[src/rtl/sos_pkg.sv]
package sos_pkg;

  // Series length limit and derived counter width
  localparam int unsigned MAX_POINTS = 65536;
  localparam int unsigned CNT_W      = $clog2(MAX_POINTS + 1);

  // Q16.16 one
  localparam logic signed [63:0] ONE_Q16 = 64'sd65536;

  // Configuration port
  localparam int unsigned CFG_IDX_W  = 2;
  localparam int unsigned CFG_DATA_W = 16;
  localparam logic [CFG_IDX_W-1:0] REG_SCORE_MODE = 2'd0;
  localparam logic [CFG_IDX_W-1:0] REG_THRESHOLD  = 2'd1;

  // Divider step counter
  localparam int unsigned DIV_STEP_W = 7;
  localparam logic [DIV_STEP_W-1:0] DIV_STEPS_FULL = 7'd64;
  localparam logic [DIV_STEP_W-1:0] DIV_STEPS_Q16  = 7'd48;

  typedef struct packed {
    logic signed [31:0] sample_a;
    logic signed [31:0] sample_b;
    logic               last_pair;
  } in_t;

  typedef struct packed {
    logic signed [31:0] score;
    logic [16:0]        empty_points;
    logic               invalid;
  } out_t;

  // Datapath operations issued by the controller
  typedef enum logic [3:0] {
    OP_NONE,
    OP_LOAD,
    OP_PAIR,
    OP_SQ,
    OP_SQADD,
    OP_DIVT,
    OP_TERM,
    OP_DIVF,
    OP_SCORE_OV,
    OP_SQRT,
    OP_DIVR,
    OP_SCORE_DEV,
    OP_SCORE_ZERO,
    OP_OUT
  } op_e;

  typedef struct packed {
    op_e op;
  } cmd_t;

  typedef struct packed {
    logic mode;
    logic take;
    logic skip;
    logic near;
    logic last;
    logic cnt_zero;
    logic pk_zero;
    logic div_done;
    logic sqrt_done;
  } status_t;

endpackage

[src/rtl/sos_div.sv]
module sos_div (
  input  logic        clk_i,
  input  logic        rst_ni,
  input  logic        start_i,
  input  logic [63:0] dividend_i,
  input  logic [32:0] divisor_i,
  input  logic [sos_pkg::DIV_STEP_W-1:0] steps_i,
  output logic        done_o,
  output logic [63:0] quot_o
);
  import sos_pkg::*;

  logic [63:0]           quot_q, quot_d;
  logic [32:0]           rem_q, rem_d;
  logic [32:0]           dsr_q, dsr_d;
  logic [DIV_STEP_W-1:0] cnt_q, cnt_d;
  logic                  done_q, done_d;
  logic [33:0]           trial;

  // One restoring step per cycle; dividend is left aligned by the caller
  always_comb begin
    quot_d = quot_q;
    rem_d  = rem_q;
    dsr_d  = dsr_q;
    cnt_d  = cnt_q;
    done_d = 1'b0;
    trial  = {rem_q, quot_q[63]};
    if (start_i) begin
      quot_d = dividend_i;
      rem_d  = '0;
      dsr_d  = divisor_i;
      cnt_d  = steps_i;
    end else if (cnt_q != '0) begin
      if (trial >= {1'b0, dsr_q}) begin
        rem_d  = 33'(trial - {1'b0, dsr_q});
        quot_d = {quot_q[62:0], 1'b1};
      end else begin
        rem_d  = trial[32:0];
        quot_d = {quot_q[62:0], 1'b0};
      end
      cnt_d  = cnt_q - 1'b1;
      done_d = (cnt_q == DIV_STEP_W'(1));
    end
  end

  always_ff @(posedge clk_i or negedge rst_ni) begin
    if (!rst_ni) begin
      cnt_q  <= '0;
      done_q <= 1'b0;
    end else begin
      cnt_q  <= cnt_d;
      done_q <= done_d;
    end
  end

  always_ff @(posedge clk_i) begin
    quot_q <= quot_d;
    rem_q  <= rem_d;
    dsr_q  <= dsr_d;
  end

  assign done_o = done_q;
  assign quot_o = quot_q;
endmodule

[src/rtl/sos_sqrt.sv]
module sos_sqrt (
  input  logic        clk_i,
  input  logic        rst_ni,
  input  logic        start_i,
  input  logic [63:0] x_i,
  output logic        done_o,
  output logic [31:0] root_o
);
  import sos_pkg::*;

  logic [63:0] x_q, x_d;
  logic [33:0] rem_q, rem_d;
  logic [31:0] root_q, root_d;
  logic [5:0]  cnt_q, cnt_d;
  logic        busy_q, busy_d;
  logic        done_q, done_d;
  logic [35:0] t;
  logic [35:0] trial;

  // Two radicand bits per cycle, one root bit out
  always_comb begin
    x_d    = x_q;
    rem_d  = rem_q;
    root_d = root_q;
    cnt_d  = cnt_q;
    busy_d = busy_q;
    done_d = 1'b0;
    t      = {rem_q, x_q[63:62]};
    trial  = {2'b00, root_q, 2'b01};
    if (start_i) begin
      x_d    = x_i;
      rem_d  = '0;
      root_d = '0;
      cnt_d  = '0;
      busy_d = 1'b1;
    end else if (busy_q) begin
      x_d = {x_q[61:0], 2'b00};
      if (t >= trial) begin
        rem_d  = 34'(t - trial);
        root_d = {root_q[30:0], 1'b1};
      end else begin
        rem_d  = t[33:0];
        root_d = {root_q[30:0], 1'b0};
      end
      cnt_d = cnt_q + 1'b1;
      if (cnt_q == 6'd31) begin
        busy_d = 1'b0;
        done_d = 1'b1;
      end
    end
  end

  always_ff @(posedge clk_i or negedge rst_ni) begin
    if (!rst_ni) begin
      busy_q <= 1'b0;
      done_q <= 1'b0;
      cnt_q  <= '0;
    end else begin
      busy_q <= busy_d;
      done_q <= done_d;
      cnt_q  <= cnt_d;
    end
  end

  always_ff @(posedge clk_i) begin
    x_q    <= x_d;
    rem_q  <= rem_d;
    root_q <= root_d;
  end

  assign done_o = done_q;
  assign root_o = root_q;
endmodule

[src/rtl/sos_datapath.sv]
module sos_datapath (
  input  logic              clk_i,
  input  logic              rst_ni,
  input  sos_pkg::cmd_t     cmd_i,
  output sos_pkg::status_t  status_o,
  input  sos_pkg::in_t      in_data_i,
  input  logic              mode_i,
  input  logic [15:0]       thr_i,
  output sos_pkg::out_t     out_data_o
);
  import sos_pkg::*;

  function automatic logic [31:0] sat32(input logic signed [64:0] v);
    if (v > 65'sd2147483647)       return 32'h7FFF_FFFF;
    else if (v < -65'sd2147483648) return 32'h8000_0000;
    else                           return v[31:0];
  endfunction

  logic signed [31:0] a_q, b_q, peak_q, peak_d;
  logic               last_q;
  logic [63:0]        sum_q, sum_d;
  logic [CNT_W-1:0]   cnt_q, cnt_d, tot_q, tot_d;
  logic [31:0]        dmag_q;
  logic signed [32:0] den_q;
  logic [63:0]        sq_q;
  logic [31:0]        score_q, score_d;
  logic               inv_q, inv_d;
  out_t               out_q;

  logic signed [32:0] a33, b33, diff, den, thr33;
  logic [32:0]        abs_a, abs_b, abs_d, abs_den;
  logic signed [31:0] hi;
  logic [31:0]        pk;
  logic               skip, near, take;

  logic               div_start, div_done, sqrt_done;
  logic [63:0]        div_dvd, div_quot;
  logic [32:0]        div_dsr;
  logic [DIV_STEP_W-1:0] div_steps;
  logic [31:0]        root;

  logic signed [63:0] tq, term;
  logic signed [64:0] acc65, val65;
  logic [64:0]        uacc65;
  logic [63:0]        sum_mag;
  logic [31:0]        e32;

  // Pair classification from the latched samples
  always_comb begin
    a33     = 33'(a_q);
    b33     = 33'(b_q);
    thr33   = $signed({17'b0, thr_i});
    diff    = a33 - b33;
    den     = a33 + b33;
    abs_a   = a33[32] ? 33'(-a33) : 33'(a33);
    abs_b   = b33[32] ? 33'(-b33) : 33'(b33);
    abs_d   = diff[32] ? 33'(-diff) : 33'(diff);
    abs_den = den[32] ? 33'(-den) : 33'(den);
    hi      = (a_q > b_q) ? a_q : b_q;
    skip    = ($signed(abs_a) < thr33) && ($signed(abs_b) < thr33);
    // magnitude of the sum may reach 2^32, so compare unsigned
    near    = (den == '0) || (abs_den < {17'b0, thr_i});
    take    = 32'(tot_q) < 32'(MAX_POINTS);
    pk      = peak_q[31] ? 32'(-peak_q) : 32'(peak_q);
    sum_mag = sum_q[63] ? 64'(-sum_q) : sum_q;
  end

  // Divider operand selection
  always_comb begin
    div_start = 1'b0;
    div_dvd   = '0;
    div_dsr   = '0;
    div_steps = DIV_STEPS_FULL;
    unique case (cmd_i.op)
      OP_DIVT: begin
        div_start = 1'b1;
        div_dvd   = {dmag_q, 32'b0};
        div_dsr   = 33'($unsigned(den_q[32] ? -den_q : den_q));
        div_steps = DIV_STEPS_Q16;
      end
      OP_DIVF: begin
        div_start = 1'b1;
        div_dvd   = mode_i ? sum_q : sum_mag;
        div_dsr   = 33'(cnt_q);
      end
      OP_DIVR: begin
        div_start = 1'b1;
        div_dvd   = {root, 32'b0};
        div_dsr   = {1'b0, pk};
        div_steps = DIV_STEPS_Q16;
      end
      default: ;
    endcase
  end

  sos_div u_div (
    .clk_i     (clk_i),
    .rst_ni    (rst_ni),
    .start_i   (div_start),
    .dividend_i(div_dvd),
    .divisor_i (div_dsr),
    .steps_i   (div_steps),
    .done_o    (div_done),
    .quot_o    (div_quot)
  );

  sos_sqrt u_sqrt (
    .clk_i  (clk_i),
    .rst_ni (rst_ni),
    .start_i(cmd_i.op == OP_SQRT),
    .x_i    (div_quot),
    .done_o (sqrt_done),
    .root_o (root)
  );

  // Series state and score updates
  always_comb begin
    peak_d  = peak_q;
    sum_d   = sum_q;
    cnt_d   = cnt_q;
    tot_d   = tot_q;
    score_d = score_q;
    inv_d   = inv_q;
    tq      = den_q[32] ? -$signed({16'b0, div_quot[47:0]})
                        : $signed({16'b0, div_quot[47:0]});
    term    = ONE_Q16 - tq;
    acc65   = 65'(signed'(sum_q)) + 65'(term);
    uacc65  = {1'b0, sum_q} + {1'b0, sq_q};
    val65   = '0;
    e32     = 32'(tot_q - cnt_q);
    unique case (cmd_i.op)
      OP_PAIR: begin
        if (take) begin
          if (tot_q == '0 || hi > peak_q) peak_d = hi;
          tot_d = tot_q + 1'b1;
          if (mode_i || !skip) cnt_d = cnt_q + 1'b1;
        end
      end
      OP_SQADD: begin
        sum_d = uacc65[64] ? '1 : uacc65[63:0];
      end
      OP_TERM: begin
        if (acc65[64] != acc65[63])
          sum_d = acc65[64] ? 64'h8000_0000_0000_0000 : 64'h7FFF_FFFF_FFFF_FFFF;
        else
          sum_d = acc65[63:0];
      end
      OP_SCORE_OV: begin
        val65   = sum_q[63] ? -$signed({1'b0, div_quot}) : $signed({1'b0, div_quot});
        score_d = sat32(val65);
        inv_d   = 1'b0;
      end
      OP_SCORE_DEV: begin
        val65   = 65'(ONE_Q16) - $signed({1'b0, div_quot});
        score_d = sat32(val65);
        inv_d   = 1'b0;
      end
      OP_SCORE_ZERO: begin
        score_d = '0;
        inv_d   = mode_i;
      end
      OP_OUT: begin
        peak_d = '0;
        sum_d  = '0;
        cnt_d  = '0;
        tot_d  = '0;
      end
      default: ;
    endcase
  end

  always_ff @(posedge clk_i or negedge rst_ni) begin
    if (!rst_ni) begin
      peak_q <= '0;
      sum_q  <= '0;
      cnt_q  <= '0;
      tot_q  <= '0;
    end else begin
      peak_q <= peak_d;
      sum_q  <= sum_d;
      cnt_q  <= cnt_d;
      tot_q  <= tot_d;
    end
  end

  // Payload registers
  always_ff @(posedge clk_i) begin
    score_q <= score_d;
    inv_q   <= inv_d;
    if (cmd_i.op == OP_LOAD) begin
      a_q    <= in_data_i.sample_a;
      b_q    <= in_data_i.sample_b;
      last_q <= in_data_i.last_pair;
    end
    if (cmd_i.op == OP_PAIR) begin
      dmag_q <= abs_d[31:0];
      den_q  <= den;
    end
    if (cmd_i.op == OP_SQ) sq_q <= dmag_q * dmag_q;
    if (cmd_i.op == OP_OUT) begin
      out_q.score        <= score_q;
      out_q.invalid      <= inv_q;
      out_q.empty_points <= mode_i ? 17'd0
                          : (e32 > 32'h1FFFF) ? 17'h1FFFF : e32[16:0];
    end
  end

  assign out_data_o         = out_q;
  assign status_o.mode      = mode_i;
  assign status_o.take      = take;
  assign status_o.skip      = skip;
  assign status_o.near      = near;
  assign status_o.last      = last_q;
  assign status_o.cnt_zero  = (cnt_q == '0);
  assign status_o.pk_zero   = (pk == '0);
  assign status_o.div_done  = div_done;
  assign status_o.sqrt_done = sqrt_done;
endmodule

[src/rtl/sos_ctrl.sv]
module sos_ctrl (
  input  logic             clk_i,
  input  logic             rst_ni,
  input  sos_pkg::status_t status_i,
  output sos_pkg::cmd_t    cmd_o,
  input  logic             in_valid_i,
  output logic             in_ready_o,
  output logic             out_valid_o,
  input  logic             out_ready_i
);
  import sos_pkg::*;

  localparam logic [3:0] S_IDLE  = 4'd0;
  localparam logic [3:0] S_PAIR  = 4'd1;
  localparam logic [3:0] S_SQ    = 4'd2;
  localparam logic [3:0] S_SQADD = 4'd3;
  localparam logic [3:0] S_TSTRT = 4'd4;
  localparam logic [3:0] S_DIVT  = 4'd5;
  localparam logic [3:0] S_CHK   = 4'd6;
  localparam logic [3:0] S_FIN   = 4'd7;
  localparam logic [3:0] S_DIVF  = 4'd8;
  localparam logic [3:0] S_SQRT  = 4'd9;
  localparam logic [3:0] S_DIVR  = 4'd10;
  localparam logic [3:0] S_RES   = 4'd11;

  logic [3:0] state_q, state_d;
  logic       ovalid_q, ovalid_d;

  // Sequencer
  always_comb begin
    state_d    = state_q;
    ovalid_d   = ovalid_q && !out_ready_i;
    cmd_o.op   = OP_NONE;
    in_ready_o = (state_q == S_IDLE);
    unique case (state_q)
      S_IDLE: begin
        if (in_valid_i) begin
          cmd_o.op = OP_LOAD;
          state_d  = S_PAIR;
        end
      end
      S_PAIR: begin
        cmd_o.op = OP_PAIR;
        priority if (!status_i.take)                   state_d = S_CHK;
        else if (status_i.mode)                        state_d = S_SQ;
        else if (status_i.skip || status_i.near)       state_d = S_CHK;
        else                                           state_d = S_TSTRT;
      end
      S_SQ: begin
        cmd_o.op = OP_SQ;
        state_d  = S_SQADD;
      end
      S_SQADD: begin
        cmd_o.op = OP_SQADD;
        state_d  = S_CHK;
      end
      S_TSTRT: begin
        cmd_o.op = OP_DIVT;
        state_d  = S_DIVT;
      end
      S_DIVT: begin
        if (status_i.div_done) begin
          cmd_o.op = OP_TERM;
          state_d  = S_CHK;
        end
      end
      S_CHK: begin
        state_d = status_i.last ? S_FIN : S_IDLE;
      end
      S_FIN: begin
        if (status_i.cnt_zero || (status_i.mode && status_i.pk_zero)) begin
          cmd_o.op = OP_SCORE_ZERO;
          state_d  = S_RES;
        end else begin
          cmd_o.op = OP_DIVF;
          state_d  = S_DIVF;
        end
      end
      S_DIVF: begin
        if (status_i.div_done) begin
          cmd_o.op = status_i.mode ? OP_SQRT : OP_SCORE_OV;
          state_d  = status_i.mode ? S_SQRT : S_RES;
        end
      end
      S_SQRT: begin
        if (status_i.sqrt_done) begin
          cmd_o.op = OP_DIVR;
          state_d  = S_DIVR;
        end
      end
      S_DIVR: begin
        if (status_i.div_done) begin
          cmd_o.op = OP_SCORE_DEV;
          state_d  = S_RES;
        end
      end
      S_RES: begin
        if (!ovalid_q || out_ready_i) begin
          cmd_o.op = OP_OUT;
          ovalid_d = 1'b1;
          state_d  = S_IDLE;
        end
      end
      default: state_d = S_IDLE;
    endcase
  end

  always_ff @(posedge clk_i or negedge rst_ni) begin
    if (!rst_ni) begin
      state_q  <= S_IDLE;
      ovalid_q <= 1'b0;
    end else begin
      state_q  <= state_d;
      ovalid_q <= ovalid_d;
    end
  end

  assign out_valid_o = ovalid_q;
endmodule

[src/rtl/series_overlap_score_top.sv]
// Scores the similarity of two series of signed Q16.16 sample pairs, one
// request per pair, one result on the pair flagged last_pair. A pair whose
// overlap term needs it uses the 48-step radix-2 divider; the last pair
// adds a 64-step mean division in overlap mode, and in deviation mode that
// division, a 32-step square root and a 48-step normalising division, unless
// the score is forced to zero; it may then wait for the output register.
// The one shared divider serves all of these divisions. A new request is
// taken while a result waits in the output register. The user must write
// score_mode and near_zero_threshold through the configuration port at
// indexes 0 and 1 only while idle; the block itself does not enforce it.
module series_overlap_score_top (
  input  logic                                clk_i,
  input  logic                                rst_ni,
  input  logic                                in_valid_i,
  output logic                                in_ready_o,
  input  sos_pkg::in_t                        in_data_i,
  output logic                                out_valid_o,
  input  logic                                out_ready_i,
  output sos_pkg::out_t                       out_data_o,
  input  logic                                cfg_valid_i,
  output logic                                cfg_ready_o,
  input  logic [sos_pkg::CFG_IDX_W-1:0]       cfg_index_i,
  input  logic [sos_pkg::CFG_DATA_W-1:0]      cfg_data_i
);
  import sos_pkg::*;

  logic        mode_q;
  logic [15:0] thr_q;
  cmd_t        cmd;
  status_t     status;

  // Configuration registers
  always_ff @(posedge clk_i or negedge rst_ni) begin
    if (!rst_ni) begin
      mode_q <= 1'b0;
      thr_q  <= 16'd1;
    end else if (cfg_valid_i) begin
      if (cfg_index_i == REG_SCORE_MODE) mode_q <= cfg_data_i[0];
      if (cfg_index_i == REG_THRESHOLD)  thr_q  <= cfg_data_i[15:0];
    end
  end

  assign cfg_ready_o = 1'b1;

  sos_ctrl u_ctrl (
    .clk_i      (clk_i),
    .rst_ni     (rst_ni),
    .status_i   (status),
    .cmd_o      (cmd),
    .in_valid_i (in_valid_i),
    .in_ready_o (in_ready_o),
    .out_valid_o(out_valid_o),
    .out_ready_i(out_ready_i)
  );

  sos_datapath u_dp (
    .clk_i     (clk_i),
    .rst_ni    (rst_ni),
    .cmd_i     (cmd),
    .status_o  (status),
    .in_data_i (in_data_i),
    .mode_i    (mode_q),
    .thr_i     (thr_q),
    .out_data_o(out_data_o)
  );
endmodule
[config.mk]
export PLATFORM = sky130hd
export DESIGN_NAME = series_overlap_score_top
export DESIGN_NICKNAME = d
export VERILOG_FILES = /design/src/rtl/sos_pkg.sv /design/src/rtl/sos_div.sv /design/src/rtl/sos_sqrt.sv /design/src/rtl/sos_datapath.sv /design/src/rtl/sos_ctrl.sv /design/src/rtl/series_overlap_score_top.sv
export SDC_FILE = /design/constraint.sdc
export NUM_CORES = 2
export LEC_CHECK = 0
export BUFFER_PORTS_ARGS = -buffer_cell sky130_fd_sc_hd__buf_2
export CORE_MARGIN = 2
export CORE_UTILIZATION = 70
export DETAILED_ROUTE_END_ITERATION = 8
export PLACE_DENSITY_LB_ADDON = 0.12
export SYNTH_ARGS = -nofsm -noshare
export SYNTH_HDL_FRONTEND = slang
export SYNTH_SLANG_ARGS = --single-unit
[constraint.sdc]
create_clock -name clk_i -period 25.2 [get_ports clk_i]
set_clock_uncertainty 0.15 [all_clocks]
set_input_delay 2.52 -clock clk_i [delete_from_list [all_inputs] [get_ports clk_i]]
set_output_delay 2.52 -clock clk_i [all_outputs]
set_load 0.02 [all_outputs]
# Word level (Yosys, flattened, before mapping)
# Cells that the tools add are included.
# op_classes
n_addsub	22
multipliers	1
order_cmp	13
eq_ne	37
n_mux	78
n_reduce_logical	34
# ops
operator	count
64-bit 2-to-1 mux	10
64-bit case mux with 3 select lines	2
32-bit 2-to-1 mux	9
33-bit 2-to-1 mux	5
64-bit by 64-bit adder with 65-bit output	2
65-bit by 32-bit > comparator with 1-bit output, second input constant	2
65-bit by 32-bit < comparator with 1-bit output, second input constant	2
33-bit case mux with 3 select lines	1
32-bit case mux with 3 select lines	1
17-bit 2-to-1 mux	4
17-bit case mux with 2 select lines	2
33-bit by 17-bit < comparator with 1-bit output	2
32-bit negator with 33-bit output	2
33-bit negator	2
65-bit 2-to-1 mux	1
64-bit negator with 65-bit output	1
17-bit by 64-bit subtractor with 65-bit output, first input constant	1
32-bit > comparator	2
32-bit by 32-bit multiplier with 64-bit output	1
32-bit negator	2
48-bit negator with 64-bit output	1
64-bit negator	1
32-bit case mux with 2 select lines	1
18-bit by 64-bit subtractor with 64-bit output, first input constant	1
other kinds (49)	127
# totals
reg_bits	705
in_bits	88

# Logic depth before layout (Yosys ltp)
# logic_depth
depth_word	11
ltp_mapped	35
mapped_depth_nobuf	31

# Modules after synthesis
# A second synthesis with hierarchy kept.
# hier_totals
cells_unflattened	9799
hier_area_um2	86769.5
# modules_own_cells
mod	instances	cells_per_inst	area_each_um2	seq_area_each_um2
sos_datapath	1	8206	70188.6	11511.0
sos_sqrt	1	758	7676.1	3443.3
sos_div	1	720	7632.3	3773.6
series_overlap_score_top	1	39	705.7	426.7
sos_ctrl	1	76	566.8	125.1

# Worst setup path before layout
# Ideal clock, no wire load.
# synth_path
kind	register to register
start	register u_dp.dmag_q[13]
end	register u_dp.sq_q[58] (data pin)
setup_ps	261
t_arrival_ps	7942
setup_slack_ps	16847
path_stages_with_launch	29
path_buffers	2
period_less_slack_ps	8353
path_cell_list	edfxtp_1 -> clkbuf_1 -> clkbuf_1 -> nand2_1 -> fa_1 -> inv_1 -> fa_1 -> fa_1 -> inv_1 -> fa_1 -> inv_1 -> fa_1 -> inv_1 -> fa_1 -> inv_1 -> fa_1 -> inv_1 -> fa_1 -> inv_1 -> ha_1 -> o21ai_0 -> nor4_1 -> nor3_1 -> o31ai_1 -> a21oi_1 -> o21ai_0 -> a2bb2oi_1 -> nor2_1 -> o311a_1
# synth_via
elab_chain_cells	1
# synth_lines
element	line_no	rtl
start, declared	sos_datapath.sv:23	logic [31:0] dmag_q;
start signal, assigned	sos_datapath.sv:196	dmag_q <= abs_d[31:0];
32-bit by 32-bit multiplier with 64-bit output	sos_datapath.sv:199	if (cmd_i.op == OP_SQ) sq_q <= dmag_q * dmag_q;
end signal, assigned	sos_datapath.sv:199	
end, declared	sos_datapath.sv:25	logic [63:0] sq_q;
# Every way passes these cells.
# A chain may end at the register's enable or synchronous reset.

# Final worst setup path
# layout_path
start	register u_dp.den_q[32]
end	register u_dp.sum_q[58]
# layout_via
elab_chain_cells	6
word_cells_on_any_way	7
classes_between	add/sub (2); eq/ne (1); mux (4)
# layout_lines
element	line_no	rtl
start, declared	sos_datapath.sv:24	logic signed [32:0] den_q;
start signal, assigned	sos_datapath.sv:197	den_q <= den;
64-bit 2-to-1 mux (*)	sos_datapath.sv:124	tq = den_q[32] ? -$signed({16'b0, div_quot[47:0]})
18-bit by 64-bit subtractor with 64-bit output (*)	sos_datapath.sv:126	term = ONE_Q16 - tq;
64-bit by 64-bit adder with 65-bit output (*)	sos_datapath.sv:127	acc65 = 65'(signed'(sum_q)) + 65'(term);
64-bit 2-to-1 mux / 1-bit inequality test (equally long branches)	sos_datapath.sv:144, sos_datapath.sv:143	
64-bit 2-to-1 mux (*)	sos_datapath.sv:143	if (acc65[64] != acc65[63])
64-bit case mux with 3 select lines (*)	sos_datapath.sv:131	unique case (cmd_i.op)
end signal, assigned	sos_datapath.sv:180	sum_q <= sum_d;
end, declared	sos_datapath.sv:21	logic [63:0] sum_q, sum_d;
# Mark *: on every way between the ends. The rest lies on a longest branch, timed or not.

==> metrics.md <==
| Metric | Value |
|---|---|
| Status | finished clean |
| Most area-hungry cell type in the Yosys netlist | fa_1 |
| Cts hold-fix bufs | 0 |
| Final layout net count | 11285 |
| Pwr dens | 27.8 nW/um^2 |
| Routed vias | 77699 |
| Number of endpoints with negative hold slack in the final report | 0 |
| Horiz. Die Dim | 355 microns |
| Arrival @ worst endpoint | 10.24 ns |
| Resize count post-CTS | 0 |
| Min-Delay Path Depth | 0 |
| Die Y-Extent | 355 microns |
| Maximum level of the CTS H-tree | 3 |
| Total Die Area | around 130000 sq um |
| Overall Global Routing Usage | 46.1% |
| Register-to-register setup slack | 15.45 ns |
| Setup violation total in the final timing report | 0 |
| Placer Congestion | 1.07 |
| Number of cells traversed by the worst register-to-register path | 27 |
| Fraction of synthesized cell area taken by the top area cell type | 18.8% |
| Unrepaired setup endpoints after global routing | no |
| Post-DR wirelength/cell | roughly 26 microns |
| Critical register-to-register path startpoint | u_dp.den_q[32] |
| Synth Register Bits | 703 |
| Max-cap viol count | 0 |
| Max Transition Viols Final | 0 |
| First-pass GRT wire length | 446 mm |
| Final critical-path share of the clock period | 38.7% |
| Antenna violations before repair | 19 |
| Synthesized cell area | 86400 sq um |
| Total gr overflow | 0 |
| Slew of the pin with the lowest slew margin | 1.31 ns |
| Fraction of the yosys area taken by sequential cells | 22.3% |
| Clock tree root buffer cell | clkbuf_16 |
| Post-CTS setup buffers | 0 |
| Post-synthesis instance total | 9887 |
| Synth-to-layout area growth | 5.30% |
| Filler instances | 8632 |
| Number of different library cells in the post-synthesis netlist | approximately 110 |
| Highest ir drop seen on vdd | 0.0639 mV |
| Clock transition at the registers of the reported paths | 0.06 ns |
| CTS tree | yes |
| Maximum frequency from static timing analysis | 103 MHz |
| Main synth FF type | edfxtp_1 |
| Class of the most critical hold timing path | reg -> reg |
| Worst flop-to-flop path endpoint | u_dp.sum_q[58] |
| Number of buffer cells added on primary ports | 139 |
| Total CTS buffers | 82 |
| Fraction of final layout cells sized beyond drive strength 1 | 5.27% |
| Routed Wire Length | 294 mm |
| Min Tclk post-route | 9.75 ns |
| Ys Warns | 0 |
| Clock network latency to the later pin of the worst-skew pair | 0.74 ns |
| Clock sink count | roughly 700 |
| Detailed Routing Iterations Pass 1 | 9 |
| I/O pin total | 141 |
| Number of flops mapped to enable cells by yosys | roughly 440 |
| Number of global-route vias before repair | 77384 |
| Min setup slack post-route | 15.45 ns |
| Hold path startpoint | u_dp.score_q[6] |
| Synthesized area per cell | 8.73 sq um |
| Minimum setup slack after placement | 15.71 ns |
| Fraction of registers with async set or reset after synthesis | 23.9% |
| Total chip power | 0.00252 W |
| Number of nets in the synthesized netlist | 11452 |
| Critical path launch point type | flop |
| DR iter-0 viols | 10278 |
| Main area contributors after synthesis | fa_1 (19%), edfxtp_1 (15%), ha_1 (9.7%) |
| Effective utilization at floorplan | a little over two thirds |
| Headroom to the max-slew limit | 12.3% |
| Sort of element at the end of the critical path | flop |
| CP max FO | 60 |
| Min-Delay Endpoint | u_dp.out_data_o[24] |
| Final antenna-violating net count | 0 |
| Area of the placeable core | approximately 120000 sq um |
| Maximum clock insertion buffer count | 3 |
| Area taken by flip-flops and latches | 19300 sq um |
| Post-route DRC violation count | 0 |
| Path type of the worst setup path | reg -> reg |
| Vias/cell | 6.80 |
| DP HPWL | 221 mm |
| Leak pwr | 41.2 nW |
| Worst path required time | 25.68 ns |
| Fin Setup TNS | 0 ns |
| Number of standard-cell rows in the floorplan | around 130 |
| Area taken by multi-input logic gates | 60100 sq um |
| Maximum number of pins on one net before global-route repair | 99 |
per-stage QoR:
stage                     cell area (sq um)  utilization (%)  hold WS (ns)  std cells
after floorplan                       86400                -         0.250       9887
after global placement                88100             72.2         0.254      11261
after detailed placement              88100             72.2         0.255      11261
after CTS                             90900             74.5         0.269      11415
after global routing                  90900             74.5         0.270      11415
final                                 90900             74.5         0.269      11425
logic make-up after synthesis:
logic type	count (synthesis)	share of synthesized area [%]
AOI/OAI and AO/OA	2155	16.2
xor gates and xnor gates	670	6.80
adders and majority gates	1477	28.4
buffers and inverters	1890	8.25
DFF	703	22.3
muxes	157	1.85
other	1	0.00434
and+or+nand+nor	2834	16.2
state kept, by name (all words and copies together), names as in the netlist, 33 cells and up:
signal             count
u_dp.sum_q            64
u_dp.u_div.rem_q      33
u_dp.den_q            33
u_dp.u_sqrt.rem_q     34
u_dp.out_data_o       50
u_dp.u_sqrt.x_q       64
u_dp.sq_q             63
u_dp.u_div.quot_o     64
u_dp.u_div.dsr_q      33
how the worst max path moves through the flow:
stage,slack [ns],end,start
after CTS,15.68,u_dp.sq_q[44],u_dp.dmag_q[16]
after global placement,15.92,u_dp.sq_q[44],u_dp.dmag_q[16]
after floorplan,16.85,u_dp.sq_q[58],u_dp.dmag_q[13]
final,15.45,u_dp.sum_q[58],u_dp.den_q[32]
after detailed placement,15.71,u_dp.sq_q[44],u_dp.dmag_q[16]
after global routing,14.87,u_dp.sum_q[58],u_dp.den_q[32]
cell usage after synthesis (133+ instances only):
library cell and instances:
nand2_1 887, edfxtp_1 436, xor2_1 234, inv_1 1388, fa_1 809, and2_1 263
a21o_1 225, nand3_1 279, nor2_1 552, nor3_1 164, o21ai_0 585, a21oi_1 487
mux2i_1 133, dfrtp_1 167, ha_1 668, clkbuf_1 444, xnor2_1 436
routing by layer:
layer  routed length, microns  share of wire [%]  vias up  global-route usage, %
li1                         -                  -    33447                      -
met1                   105000                 36    37194                   57.8
met2                   131000                 45     5597                   71.4
met3                    37900                 13     1443                   13.6
met4                    20400                6.9       18                   26.6
met5                      114              0.039        -                      0
power by group:
part	internal, W	switching, W	total (W)	leakage [nW]
Combinational	0.0000235	0.0000389	0.0000625	33.8
Clock	0.000685	0.000554	0.00124	1.34
Sequential	0.00122	0.00000338	0.00122	6.15
cell type report:
class | count | area share, %
Multi-Input combinational cell | 7294 | 66.1
Sequential cell | 703 | 21.2
Inverter | 1399 | 5.78
Clock buffer | 118 | 2.59
Tap cell | 1625 | 2.24
Timing Repair Buffer | 240 | 1.61
Clock inverter | 36 | 0.484
Antenna cell | 10 | 0.0275
cell usage in the layout, fill, tap and decap left out, types with 225 or more instances in the layout:
cell type  netlist  layout
nor2_1         552     548
edfxtp_1       436     436
ha_1           668     668
nand2_1        887     886
o21ai_0        585     585
inv_1         1388    1386
nand3_1        279     279
and2_1         263     261
xnor2_1        436     435
a21o_1         225     225
xor2_1         234     234
a21oi_1        487     487
fa_1           809     809
worst max-delay path: stages, from the launching register on:
cell and delay, ns:
edfxtp_1 1.08, buf_4 0.70, inv_1 0.08, buf_4 0.30
o21ai_0 0.27, nand3_1 0.18, a211oi_1 0.48, nand2_1 0.22
nor3_1 0.51, nor2_1 0.21, or2_2 0.40, nor2_1 0.32
nand3_1 0.37, mux2i_1 0.21, a32oi_1 0.32, ha_1 0.40
a21o_1 0.19, a21o_1 0.17, a21oi_1 0.16, o21ai_0 0.12
a21oi_1 0.18, o21ai_0 0.14, or4b_2 0.66, nand4b_1 0.35
o21a_1 0.57, buf_4 0.51, o21ai_0 0.19, nand3_1 0.13
Note: power is estimated with default switching activity, not from simulation.
